<file path="src/hw/rtl/pis_pkg.sv">
// ----------------------------------------------------------------------------
// pis_pkg
// shared types, constants and helpers of the pool integration step block
// ----------------------------------------------------------------------------
package pis_pkg;

    localparam int CNT_W   = 48;
    localparam int WORD_W  = 64;
    localparam int DT_W    = 32;
    localparam int VOL_W   = 32;
    localparam int RND_W   = 32;
    localparam int IDX_W   = 8;
    localparam int CFG_W   = 48;
    localparam int S_DATA_W = 224;
    localparam int M_DATA_W = 200;

    localparam logic [CNT_W-1:0]  CNT_MAX     = {CNT_W{1'b1}};
    localparam logic [WORD_W-1:0] ONE_Q32     = 64'h1_0000_0000;
    localparam logic [WORD_W-1:0] ONE_Q24     = 64'h100_0000;
    localparam logic [WORD_W-1:0] VOL_ONE     = 64'h1_0000;
    localparam logic [WORD_W-1:0] LN2_Q32     = 64'd2977044472;
    localparam logic [WORD_W-1:0] X_LIMIT     = 64'd23 << 32;
    localparam logic [CNT_W-1:0]  STOCH_LIMIT = 48'd16777216000;
    localparam logic [3:0]        EXP_TERMS   = 4'd12;

    // configuration register indexes
    localparam logic [IDX_W-1:0] REG_CONSERVE_MODE = 8'd0;
    localparam logic [IDX_W-1:0] REG_BUFFER_MODE   = 8'd1;
    localparam logic [IDX_W-1:0] REG_STOCHASTIC    = 8'd2;
    localparam logic [IDX_W-1:0] REG_TIME_STEP     = 8'd3;
    localparam logic [IDX_W-1:0] REG_VOLUME        = 8'd4;
    localparam logic [IDX_W-1:0] REG_INITIAL_COUNT = 8'd5;
    localparam logic [IDX_W-1:0] REG_FLOOR_COUNT   = 8'd6;
    localparam logic [IDX_W-1:0] REG_TOTAL_CONC    = 8'd7;

    localparam logic REQ_STEP    = 1'b0;
    localparam logic REQ_RESTART = 1'b1;

    typedef struct packed {
        logic [1:0]       conserve_mode;
        logic             buffer_mode;
        logic             stochastic;
        logic [DT_W-1:0]  time_step;
        logic [VOL_W-1:0] volume;
        logic [CNT_W-1:0] initial_count;
        logic [CNT_W-1:0] floor_count;
        logic [CNT_W-1:0] total_conc;
    } cfg_t;

    typedef struct packed {
        logic              start;
        logic [WORD_W-1:0] a;
        logic [WORD_W-1:0] b;
        logic [WORD_W-1:0] c;
    } md_req_t;

    typedef struct packed {
        logic              busy;
        logic              done;
        logic [WORD_W-1:0] quot;
        logic [WORD_W-1:0] rem;
    } md_rsp_t;

    typedef enum logic [2:0] {
        MD_IDLE,
        MD_MUL,
        MD_CHK,
        MD_DIV,
        MD_DONE
    } md_state_t;

    typedef enum logic [3:0] {
        S_IDLE,
        S_START,
        S_X,
        S_KR,
        S_TERM,
        S_T1,
        S_T2A,
        S_T2,
        S_GAIN,
        S_LOSS,
        S_FIN,
        S_CONC,
        S_OUT
    } state_t;

    function automatic logic [CNT_W-1:0] sat48(input logic [WORD_W-1:0] v);
        sat48 = (v > {16'd0, CNT_MAX}) ? CNT_MAX : v[CNT_W-1:0];
    endfunction

    function automatic logic [CNT_W-1:0] stoch_round(input logic [CNT_W-1:0] n,
                                                      input logic [RND_W-1:0] rnd);
        logic [CNT_W:0] base;
        base = {1'b0, n[CNT_W-1:24], 24'd0};
        if (rnd < {n[23:0], 8'd0}) begin
            base = base + {1'b0, 48'h100_0000};
        end
        stoch_round = base[CNT_W] ? CNT_MAX : base[CNT_W-1:0];
    endfunction

endpackage

</file>
<file path="src/hw/rtl/pis_cfg.sv">
// ----------------------------------------------------------------------------
// pis_cfg
// configuration register file, written by index
// ----------------------------------------------------------------------------
module pis_cfg (
    input  logic                        aclk,
    input  logic                        aresetn,
    input  logic                        wr_en,
    input  logic [pis_pkg::IDX_W-1:0]   wr_index,
    input  logic [pis_pkg::CFG_W-1:0]   wr_data,
    output pis_pkg::cfg_t               cfg
);

    pis_pkg::cfg_t cfg_reg;

    always_ff @(posedge aclk) begin
        if (!aresetn) begin
            cfg_reg.conserve_mode <= '0;
            cfg_reg.buffer_mode   <= 1'b0;
            cfg_reg.stochastic    <= 1'b0;
            cfg_reg.time_step     <= 32'd16777216;
            cfg_reg.volume        <= 32'd65536;
            cfg_reg.initial_count <= '0;
            cfg_reg.floor_count   <= '0;
            cfg_reg.total_conc    <= '0;
        end else if (wr_en) begin
            case (wr_index)
                pis_pkg::REG_CONSERVE_MODE: cfg_reg.conserve_mode <= wr_data[1:0];
                pis_pkg::REG_BUFFER_MODE:   cfg_reg.buffer_mode   <= wr_data[0];
                pis_pkg::REG_STOCHASTIC:    cfg_reg.stochastic    <= wr_data[0];
                pis_pkg::REG_TIME_STEP:     cfg_reg.time_step     <= wr_data[31:0];
                pis_pkg::REG_VOLUME:        cfg_reg.volume        <= wr_data[31:0];
                pis_pkg::REG_INITIAL_COUNT: cfg_reg.initial_count <= wr_data;
                pis_pkg::REG_FLOOR_COUNT:   cfg_reg.floor_count   <= wr_data;
                pis_pkg::REG_TOTAL_CONC:    cfg_reg.total_conc    <= wr_data;
                default: ;
            endcase
        end
    end

    assign cfg = cfg_reg;

endmodule

</file>
<file path="config.mk">
export PLATFORM = sky130hd
export DESIGN_NAME = pis_cfg
export DESIGN_NICKNAME = d
export VERILOG_FILES = /design/src/hw/rtl/pis_pkg.sv /design/src/hw/rtl/pis_cfg.sv
export SDC_FILE = /design/constraint.sdc
export NUM_CORES = 1
export LEC_CHECK = 0
export CORE_ASPECT_RATIO = 1.1
export CORE_UTILIZATION = 40
export CTS_BUF_LIST = sky130_fd_sc_hd__clkbuf_4
export DETAILED_ROUTE_END_ITERATION = 6
export DONT_BUFFER_PORTS = 1
export SETUP_SLACK_MARGIN = 0.2
export SLEW_MARGIN = 20
export SYNTH_ARGS = -nofsm -noshare
export SYNTH_HDL_FRONTEND = slang
export SYNTH_SLANG_ARGS = --single-unit
</file>
<file path="constraint.sdc">
create_clock -name aclk -period 1.21 [get_ports aclk]
set_input_delay 0 -clock aclk [delete_from_list [all_inputs] [get_ports aclk]]
set_output_delay 0 -clock aclk [all_outputs]
set_load 0.03 [all_outputs]
</file>
==> impl_metrics.json <==
{
  "dieHeight_microns": 148,
  "wl_per_cell_microns": 17.1,
  "synthTopCellsByArea": "dfxtp_1, mux2i_1, nand2_1, clkbuf_1, buf_2",
  "fin_worst_skew_ps": 0,
  "synth-adder-area-share": 0,
  "syn_nets": 812,
  "antenna_cells": 0,
  "routabilityCongestion": 0.798,
  "ys_seq_elements": 212,
  "crit_arrival_ps": 1130,
  "first_global_vias": 6667,
  "cts_buffer_depth": 3,
  "ios": 271,
  "timing.hold.ws_ps": -439,
  "worst_setup_path_start_kind": "register",
  "critPathKind": "reg -> out",
  "fin_ws_ps": 77.3,
  "core_area_sq_um": 18600,
  "final-hold-violation-count": 212,
  "grt_max_degree": 263,
  "synth_area_leader_cell": "dfxtp_1",
  "power_mw": 13.0,
  "maxSlewHeadroom": 0.677,
  "worst_slew_pin_slew_ps": 484,
  "synthMuxAreaShare": 0.275,
  "largest_reg_flops": 212,
  "synth_seq_area_share": 0.551,
  "setup_viol": 0,
  "p_leak_nw": 5.92,
  "synth_compound_area_frac": 0,
  "crit_chain": "buf_6",
  "maxCapViolCount": 0,
  "crit_path_max_fanout": 2,
  "cp_slowest_cell": "dfxtp_2",
  "end_kind": "primary output",
  "synth_edf_count": 0,
  "port_buffers": 0,
  "rows": 52,
  "final_max_slew_viol_count": 0,
  "drive_gt1_frac": 0.534,
  "syn_avg_cell_area_sq_um": 10.2,
  "worstSkewPairLatency_ps": 640,
  "synthXorXnorAreaFrac": 0,
  "slowest_delay_ps": 360,
  "yosys_warnings": 0,
  "ys_types": 17,
  "violations": "hold timing",
  "h-tree-depth": 2,
  "ir_worst_vdd_v": 0.000670,
  "synth_top_area_frac": 0.551,
  "drt_iter0_drc": 234,
  "status": "complete, but fails checks",
  "dr_total_vias": 6650,
  "place_ws_ps": -115,
  "clock_sinks": 212,
  "max_freq_mhz": 883,
  "die_w_microns": 134,
  "route.detailed.vias_per_inst": 4.83,
  "synth.most_common_cell": "nand2_1",
  "cts.clk_slew.worst_paths_ps": 80,
  "dieArea_sq_um": 19800,
  "critPathTopFamily": "flip-flops",
  "powerDensity_nw_per_um2": 1060,
  "gr-total-overflow": 0,
  "syn-cell-area_sq_um": 7710,
  "routed_wl_mm": 23.5,
  "yosys.area_share.simple": 0.143,
  "fin_nets": 1158,
  "grt_use_total": 0.221,
  "cp.buffers_inverters": 1,
  "antenna_left": 0,
  "cts_tree": "built",
  "area_delta_synth_final_pct": 58.5,
  "synthFlopType": "dfxtp_1",
  "grt_pass1_wl_mm": 34.5,
  "drcViolationCount": 0,
  "rsz0062_at_grt": "yes",
  "first_pass_iters": 4,
  "synth_top_family_by_area": "multiplexers",
  "utilization": 0.657,
  "yosys-top-cells-count": "nand2_1, dfxtp_1, mux2i_1, clkbuf_1, buf_2",
  "min-delay-path-class": "in -> reg",
  "finalCriticalPeriod_ps": 1130,
  "cts_inserted_buffers": 53,
  "synthArstFlopShare": 0,
  "clockRootBuffer": "clkbuf_4",
  "synth_cells": 753,
  "start_util": 0.414,
  "final_cells": 1377,
  "antenna_found_initial": 0,
  "dp_hpwl_mm": 14.2,
  "min_period_over_period": 0.936,
  "cp_data_required_time_ps": 1210,
  "dp_cells": 1169
}
[stage by stage]
stage                     cell area, sq um  setup TNS, ps
after CTS                            11800              0
after global routing                 12200              0
after floorplan                       7840           -120
final                                12200              0
after detailed placement              9560          -7250
after global placement                9560          -2010
[path summary, 6_finish.rpt]
check | cells past startpoint | end | slack [ps] | startpoint
hold / removal | 2 | cfg[186] | -440 | aresetn
setup / recovery | 1 | cfg[129] | 80 | cfg[129]
setup reg to reg | 2 | cfg[129] | 370 | cfg[129]
hold reg to reg | 2 | cfg[190] | 460 | cfg[190]
[kinds of logic after synthesis]
logic type             after synthesis
buffers and inverters               52
flip-flops                         212
multiplexers                       212
AND/OR/NAND/NOR                    277
[power by group]
part | internal, mW | switching (mW) | leakage (nW)
registers | 6.98 | 0.00663 | 1.81
logic | 0.149 | 0.189 | 3.72
clock network | 2.87 | 2.78 | 0.384
[layout by cell type (no fill, tap or decap), drive strengths merged]
| master | count |
|---|---|
| and3 | 1 |
| nor2b | 7 |
| nand3 | 3 |
| dlygate4sd3 | 34 |
| nand2 | 258 |
| mux2i | 212 |
| clkinv | 13 |
| nor2 | 1 |
| nor3b | 1 |
| and2 | 1 |
| inv | 1 |
| nor4 | 1 |
| clkbuf | 76 |
| nand4 | 3 |
| dfxtp | 212 |
| buf | 309 |
| and4 | 1 |
[layout make-up]
type | count | area (sq um)
sequential | 212 | 4510
clock buffer | 76 | 571
timing repair buffer | 343 | 3540
clock inverter | 14 | 57.6
fill | 1359 | 6390
multi-input combinational | 489 | 3230
tap | 243 | 304
[timing repair]
item                       4_1_cts  5_1_grt
pin swaps                        0        0
gates resized for setup        424        0
setup endpoints to repair      212      212
buffers inserted                44       40
hold buffers                    26        8
hold endpoints to repair       212      212
[metal layers]
layer,vias up,GRT usage,part of all wire
met5,-,0,0
met4,0,0.0848,0.027
met3,43,0.0700,0.068
met2,233,0.394,0.51
met1,3185,0.245,0.40
li1,3189,-,-
No activity file was read; power rests on OpenSTA's default activity.
