File: src/hw/rtl/pis_pkg.sv
// ----------------------------------------------------------------------------
// pis_pkg
// shared types, constants and helpers of the pool integration step block
// ----------------------------------------------------------------------------
package pis_pkg;

    localparam int CNT_W   = 48;
    localparam int WORD_W  = 64;
    localparam int DT_W    = 32;
    localparam int VOL_W   = 32;
    localparam int RND_W   = 32;
    localparam int IDX_W   = 8;
    localparam int CFG_W   = 48;
    localparam int S_DATA_W = 224;
    localparam int M_DATA_W = 200;

    localparam logic [CNT_W-1:0]  CNT_MAX     = {CNT_W{1'b1}};
    localparam logic [WORD_W-1:0] ONE_Q32     = 64'h1_0000_0000;
    localparam logic [WORD_W-1:0] ONE_Q24     = 64'h100_0000;
    localparam logic [WORD_W-1:0] VOL_ONE     = 64'h1_0000;
    localparam logic [WORD_W-1:0] LN2_Q32     = 64'd2977044472;
    localparam logic [WORD_W-1:0] X_LIMIT     = 64'd23 << 32;
    localparam logic [CNT_W-1:0]  STOCH_LIMIT = 48'd16777216000;
    localparam logic [3:0]        EXP_TERMS   = 4'd12;

    // configuration register indexes
    localparam logic [IDX_W-1:0] REG_CONSERVE_MODE = 8'd0;
    localparam logic [IDX_W-1:0] REG_BUFFER_MODE   = 8'd1;
    localparam logic [IDX_W-1:0] REG_STOCHASTIC    = 8'd2;
    localparam logic [IDX_W-1:0] REG_TIME_STEP     = 8'd3;
    localparam logic [IDX_W-1:0] REG_VOLUME        = 8'd4;
    localparam logic [IDX_W-1:0] REG_INITIAL_COUNT = 8'd5;
    localparam logic [IDX_W-1:0] REG_FLOOR_COUNT   = 8'd6;
    localparam logic [IDX_W-1:0] REG_TOTAL_CONC    = 8'd7;

    localparam logic REQ_STEP    = 1'b0;
    localparam logic REQ_RESTART = 1'b1;

    typedef struct packed {
        logic [1:0]       conserve_mode;
        logic             buffer_mode;
        logic             stochastic;
        logic [DT_W-1:0]  time_step;
        logic [VOL_W-1:0] volume;
        logic [CNT_W-1:0] initial_count;
        logic [CNT_W-1:0] floor_count;
        logic [CNT_W-1:0] total_conc;
    } cfg_t;

    typedef struct packed {
        logic              start;
        logic [WORD_W-1:0] a;
        logic [WORD_W-1:0] b;
        logic [WORD_W-1:0] c;
    } md_req_t;

    typedef struct packed {
        logic              busy;
        logic              done;
        logic [WORD_W-1:0] quot;
        logic [WORD_W-1:0] rem;
    } md_rsp_t;

    typedef enum logic [2:0] {
        MD_IDLE,
        MD_MUL,
        MD_CHK,
        MD_DIV,
        MD_DONE
    } md_state_t;

    typedef enum logic [3:0] {
        S_IDLE,
        S_START,
        S_X,
        S_KR,
        S_TERM,
        S_T1,
        S_T2A,
        S_T2,
        S_GAIN,
        S_LOSS,
        S_FIN,
        S_CONC,
        S_OUT
    } state_t;

    function automatic logic [CNT_W-1:0] sat48(input logic [WORD_W-1:0] v);
        sat48 = (v > {16'd0, CNT_MAX}) ? CNT_MAX : v[CNT_W-1:0];
    endfunction

    function automatic logic [CNT_W-1:0] stoch_round(input logic [CNT_W-1:0] n,
                                                      input logic [RND_W-1:0] rnd);
        logic [CNT_W:0] base;
        base = {1'b0, n[CNT_W-1:24], 24'd0};
        if (rnd < {n[23:0], 8'd0}) begin
            base = base + {1'b0, 48'h100_0000};
        end
        stoch_round = base[CNT_W] ? CNT_MAX : base[CNT_W-1:0];
    endfunction

endpackage

File: src/hw/rtl/pis_muldiv.sv
// ----------------------------------------------------------------------------
// pis_muldiv
// shared unit: floor(a*b/c) on a 128-bit product, saturating to all ones
// ----------------------------------------------------------------------------
module pis_muldiv (
    input  logic              aclk,
    input  logic              aresetn,
    input  pis_pkg::md_req_t  req,
    output pis_pkg::md_rsp_t  rsp
);

    pis_pkg::md_state_t state_reg, state_next;
    logic [1:0]  pp_idx_reg, pp_idx_next;
    logic [5:0]  cnt_reg, cnt_next;
    logic [63:0] a_reg, a_next, b_reg, b_next, c_reg, c_next;
    logic [63:0] rem_reg, rem_next, lo_reg, lo_next;

    logic [31:0]  ah, bh;
    logic [63:0]  pp;
    logic [127:0] pp_sh, acc;
    logic [64:0]  trial;
    logic         ge;

    always_ff @(posedge aclk) begin
        if (!aresetn) begin
            state_reg <= pis_pkg::MD_IDLE;
        end else begin
            state_reg <= state_next;
        end
    end

    always_ff @(posedge aclk) begin
        pp_idx_reg <= pp_idx_next;
        cnt_reg    <= cnt_next;
        a_reg      <= a_next;
        b_reg      <= b_next;
        c_reg      <= c_next;
        rem_reg    <= rem_next;
        lo_reg     <= lo_next;
    end

    always_comb begin
        state_next  = state_reg;
        pp_idx_next = pp_idx_reg;
        cnt_next    = cnt_reg;
        a_next      = a_reg;
        b_next      = b_reg;
        c_next      = c_reg;
        rem_next    = rem_reg;
        lo_next     = lo_reg;

        // one 32x32 partial product a cycle
        ah    = pp_idx_reg[1] ? a_reg[63:32] : a_reg[31:0];
        bh    = pp_idx_reg[0] ? b_reg[63:32] : b_reg[31:0];
        pp    = 64'(ah) * 64'(bh);
        case (pp_idx_reg)
            2'd0:    pp_sh = {64'd0, pp};
            2'd3:    pp_sh = {pp, 64'd0};
            default: pp_sh = {32'd0, pp, 32'd0};
        endcase
        acc   = {rem_reg, lo_reg} + pp_sh;
        trial = {rem_reg, lo_reg[63]};
        ge    = trial >= {1'b0, c_reg};

        case (state_reg)
            pis_pkg::MD_IDLE: begin
                if (req.start) begin
                    a_next      = req.a;
                    b_next      = req.b;
                    c_next      = req.c;
                    rem_next    = '0;
                    lo_next     = '0;
                    pp_idx_next = 2'd0;
                    state_next  = pis_pkg::MD_MUL;
                end
            end
            pis_pkg::MD_MUL: begin
                rem_next    = acc[127:64];
                lo_next     = acc[63:0];
                pp_idx_next = pp_idx_reg + 2'd1;
                if (pp_idx_reg == 2'd3) begin
                    state_next = pis_pkg::MD_CHK;
                end
            end
            pis_pkg::MD_CHK: begin
                cnt_next = '0;
                if (c_reg == '0 || rem_reg >= c_reg) begin
                    lo_next    = '1;
                    state_next = pis_pkg::MD_DONE;
                end else begin
                    state_next = pis_pkg::MD_DIV;
                end
            end
            pis_pkg::MD_DIV: begin
                // restoring step, quotient bits shift into the low word
                rem_next = ge ? 64'(trial - {1'b0, c_reg}) : trial[63:0];
                lo_next  = {lo_reg[62:0], ge};
                cnt_next = cnt_reg + 6'd1;
                if (cnt_reg == 6'd63) begin
                    state_next = pis_pkg::MD_DONE;
                end
            end
            pis_pkg::MD_DONE: begin
                state_next = pis_pkg::MD_IDLE;
            end
            default: state_next = pis_pkg::MD_IDLE;
        endcase
    end

    assign rsp.busy = state_reg != pis_pkg::MD_IDLE;
    assign rsp.done = state_reg == pis_pkg::MD_DONE;
    assign rsp.quot = lo_reg;
    assign rsp.rem  = rem_reg;

endmodule

File: config.mk
export PLATFORM = sky130hd
export DESIGN_NAME = pis_muldiv
export DESIGN_NICKNAME = d
export VERILOG_FILES = /design/src/hw/rtl/pis_pkg.sv /design/src/hw/rtl/pis_muldiv.sv
export SDC_FILE = /design/constraint.sdc
export NUM_CORES = 2
export LEC_CHECK = 0
export ABC_AREA = 1
export BUFFER_PORTS_ARGS = -buffer_cell sky130_fd_sc_hd__buf_2
export CAP_MARGIN = 20
export CELL_PAD_IN_SITES_DETAIL_PLACEMENT = 1
export CELL_PAD_IN_SITES_GLOBAL_PLACEMENT = 1
export CORE_UTILIZATION = 30
export DETAILED_ROUTE_END_ITERATION = 16
export GPL_ROUTABILITY_DRIVEN = 0
export GPL_TIMING_DRIVEN = 0
export PLACE_DENSITY_LB_ADDON = 0.1
export SETUP_SLACK_MARGIN = 0.02
export SLEW_MARGIN = 20
export SYNTH_ARGS = -nofsm -noshare
export SYNTH_HDL_FRONTEND = slang
export SYNTH_SLANG_ARGS = --single-unit
export TNS_END_PERCENT = 10
File: constraint.sdc
create_clock -name aclk -period 23 [get_ports aclk]
set_input_delay 2.3 -clock aclk [delete_from_list [all_inputs] [get_ports aclk]]
set_output_delay 2.3 -clock aclk [all_outputs]
set_load 0.005 [all_outputs]
==> impl_metrics.ini <==
[status]
status = finished, violations left
violations = design-rule violations

[synth]
ys_seq_elements = 331
syn_inst = 8707
syn-num-nets = 10327
synthArstFlopShare_pct = 0
synth_top_flop_cell = edfxtp_1
yosysWarnings = 0
synth_edf_count = 328
syn_area_sq_um = 64200
synth_top_area_cell = fa_1
synth_area_leaders = fa_1, edfxtp_1, ha_1, inv_1, nand2_1
synth_cell_types = 46
avgSynthCellArea_sq_um = 7.38
netlist.area_leader.share_pct = 28.0
synth-seq-area-share_pct = 15.4

[cells_and_area]
layout.cells.non_filler = 11986
fill_cells = 26375
area_growth_pct = 12.0
seqCellArea_sq_um = 9910
final_common_cell = inv_1
nets = 10734
utilization_pct = 33.9
multi_input_area_sq_um = 47000
drive_above_1_share_pct = 6.42
mostFrequentLayoutCells = inv_1, nand2_1, nor2_1

[critical_path]
cp.arrival_ns = 14.78
slowest_delay_ns = 0.99
crit_top_cell = fa_1
crit_path_top_delay_cell = o21ai_1
rr_endpoint = rem_reg[57]$_DFFE_PP_
crit_buf_inv = 11
endpoint_kind = flop
cp.required_ns = 23.46
rr_worst_depth = 42
cp_top_family = adder cells
worstSetupStartpointType = flop
ff2ff_setup_slack_ns = 8.68
r2r_start = pp_idx_reg[0]$_SDFFCE_PN0P_
critPathMaxFanout = 10
critPathKind = flop to flop

[grt]
use_met2_pct = 51.3
use_met3_pct = 3.19
grt_usage_pct = 30.2
grt-ovfl-total = 0
grt_pass1_wl_mm = 469
use_met1_pct = 38.3
grt.busiest_layer = met2
antenna_found_initial = 24
grt_max_degree = 29
grt_pass1_vias = 66145

[timing]
min_period_over_period_pct = 62.3
final.min_clock_period_ns = 14.32
rsz0062_at_grt = no
setup_ws_ns = 8.68
hold_viol_final = 0
clock-skew-final_ns = 0.0882
setup_viol = 0
fmax_mhz = 69.8
setup_tns_ns = 0
worst-slew-pin-transition_ns = 1.29
slew_headroom_pct = 14.1
slew_violations = 0

[route]
ant_nets = 0
drt_first_pass_iters = 12
viasPerCell = 5.16
wl_per_cell_um = 27.3
totalWireLength_mm = 328
vias = 61854
drtIter0Drc = 4443
drc = 2

[clock_tree]
cts_resized = 0
insertion_delay_ns = 0.75
post_cts_buffers = 0
holdBufCountCts = 0
cts_buffer_depth = 3
h-tree-depth = 2
clock_sinks = 331
cts_inserted_buffers = 49
clock-root-buffer = clkbuf_16
path_clk_slew_ns = 0.06
cts_tree = done

[place]
post-place-cells = 11884
port_buffers = 324
post-place-ws_ns = 8.79
post-dp-hpwl_mm = 290

[floorplanning]
rows = 169
fp.dieH_um = 465
die_area_sq_um = 216000
core-area_sq_um = 213000
die_w_um = 465
start_util_pct = 30.2
io_pins = 325

[hold_path]
min_path_type = flop to flop
worstHoldEndpoint = state_reg[0]$_SDFFE_PN0P_
min-delay-start = state_reg[0]$_SDFFE_PN0P_
holdPathStages = 2

[flow_run]
maxCapViolCount = 0
==> worst min-delay path: stages, from the launching register on <==
cell and delay, ns:
dfxtp_1 0.37, nand2_1 0.10, a21oi_1 0.06
==> per-stage QoR <==
stage	cell area (sq um)	hold WS, ns
2_1_floorplan	64200	0.491
3_3_place_gp	69400	0.533
3_5_place_dp	70200	0.552
4_1_cts	71900	0.567
5_1_grt	72000	0.598
6_report	72000	0.572
==> cell families after synthesis <==
family / count (synthesis) / share of synthesized area, %
flops: 331 / 15.4
buf+inv: 1968 / 11.6
fa+ha+maj: 1425 / 38.3
simple gates: 3651 / 23.2
xor+xnor: 90 / 1.23
compound gates: 1242 / 10.3
==> cell type report <==
class,count,share of cell area (%)
antenna,11,0.0383
buffer,234,1.36
clock buffer,54,1.73
sequential,331,13.8
timing repair buffer,356,3.08
multi-input combinational,6408,65.4
tap,2821,4.90
inverter,1734,9.04
clock inverter,37,0.701
==> cells in the mapped netlist, types with 23 or more instances <==
cell type	instances
ha_1	527
fa_1	898
nand4_1	50
o21ai_1	49
nand3_1	317
a21o_1	25
o21bai_1	43
nor2_1	1364
inv_1	1699
edfxtp_1	328
o22ai_1	38
xor2_1	35
nand3b_1	68
nor3_1	73
nor4_1	33
or2_2	72
nand2_1	1661
o21ai_0	466
o21a_1	23
clkbuf_1	208
xnor2_1	55
a21oi_1	555
clkinv_1	31
==> layer usage <==
layer | vias to the layer above | part of all wire, % | wire (um)
li1 | 28002 | - | -
met1 | 31563 | 42 | 139000
met2 | 1753 | 48 | 156000
met3 | 518 | 4.7 | 15200
met4 | 18 | 5.3 | 17300
met5 | - | 0.035 | 116
==> how the worst max path moves through the flow <==
stage                                      from                     to  slack (ns)  depth (start not counted)
finish              pp_idx_reg[0]$_SDFFCE_PN0P_  rem_reg[57]$_DFFE_PP_        8.68                         42
global route        pp_idx_reg[0]$_SDFFCE_PN0P_  rem_reg[49]$_DFFE_PP_        8.27                         44
CTS                 pp_idx_reg[0]$_SDFFCE_PN0P_  rem_reg[49]$_DFFE_PP_        8.82                         42
detailed placement  pp_idx_reg[0]$_SDFFCE_PN0P_  rem_reg[49]$_DFFE_PP_        8.79                         42
global placement                       req[192]   rem_reg[1]$_DFFE_PP_        1.03                          5
floorplan                              req[192]   rem_reg[0]$_DFFE_PP_        8.96                          4
Power is not shown: default switching activity piles up to over one toggle a cycle in this logic, so the estimate is an artifact.
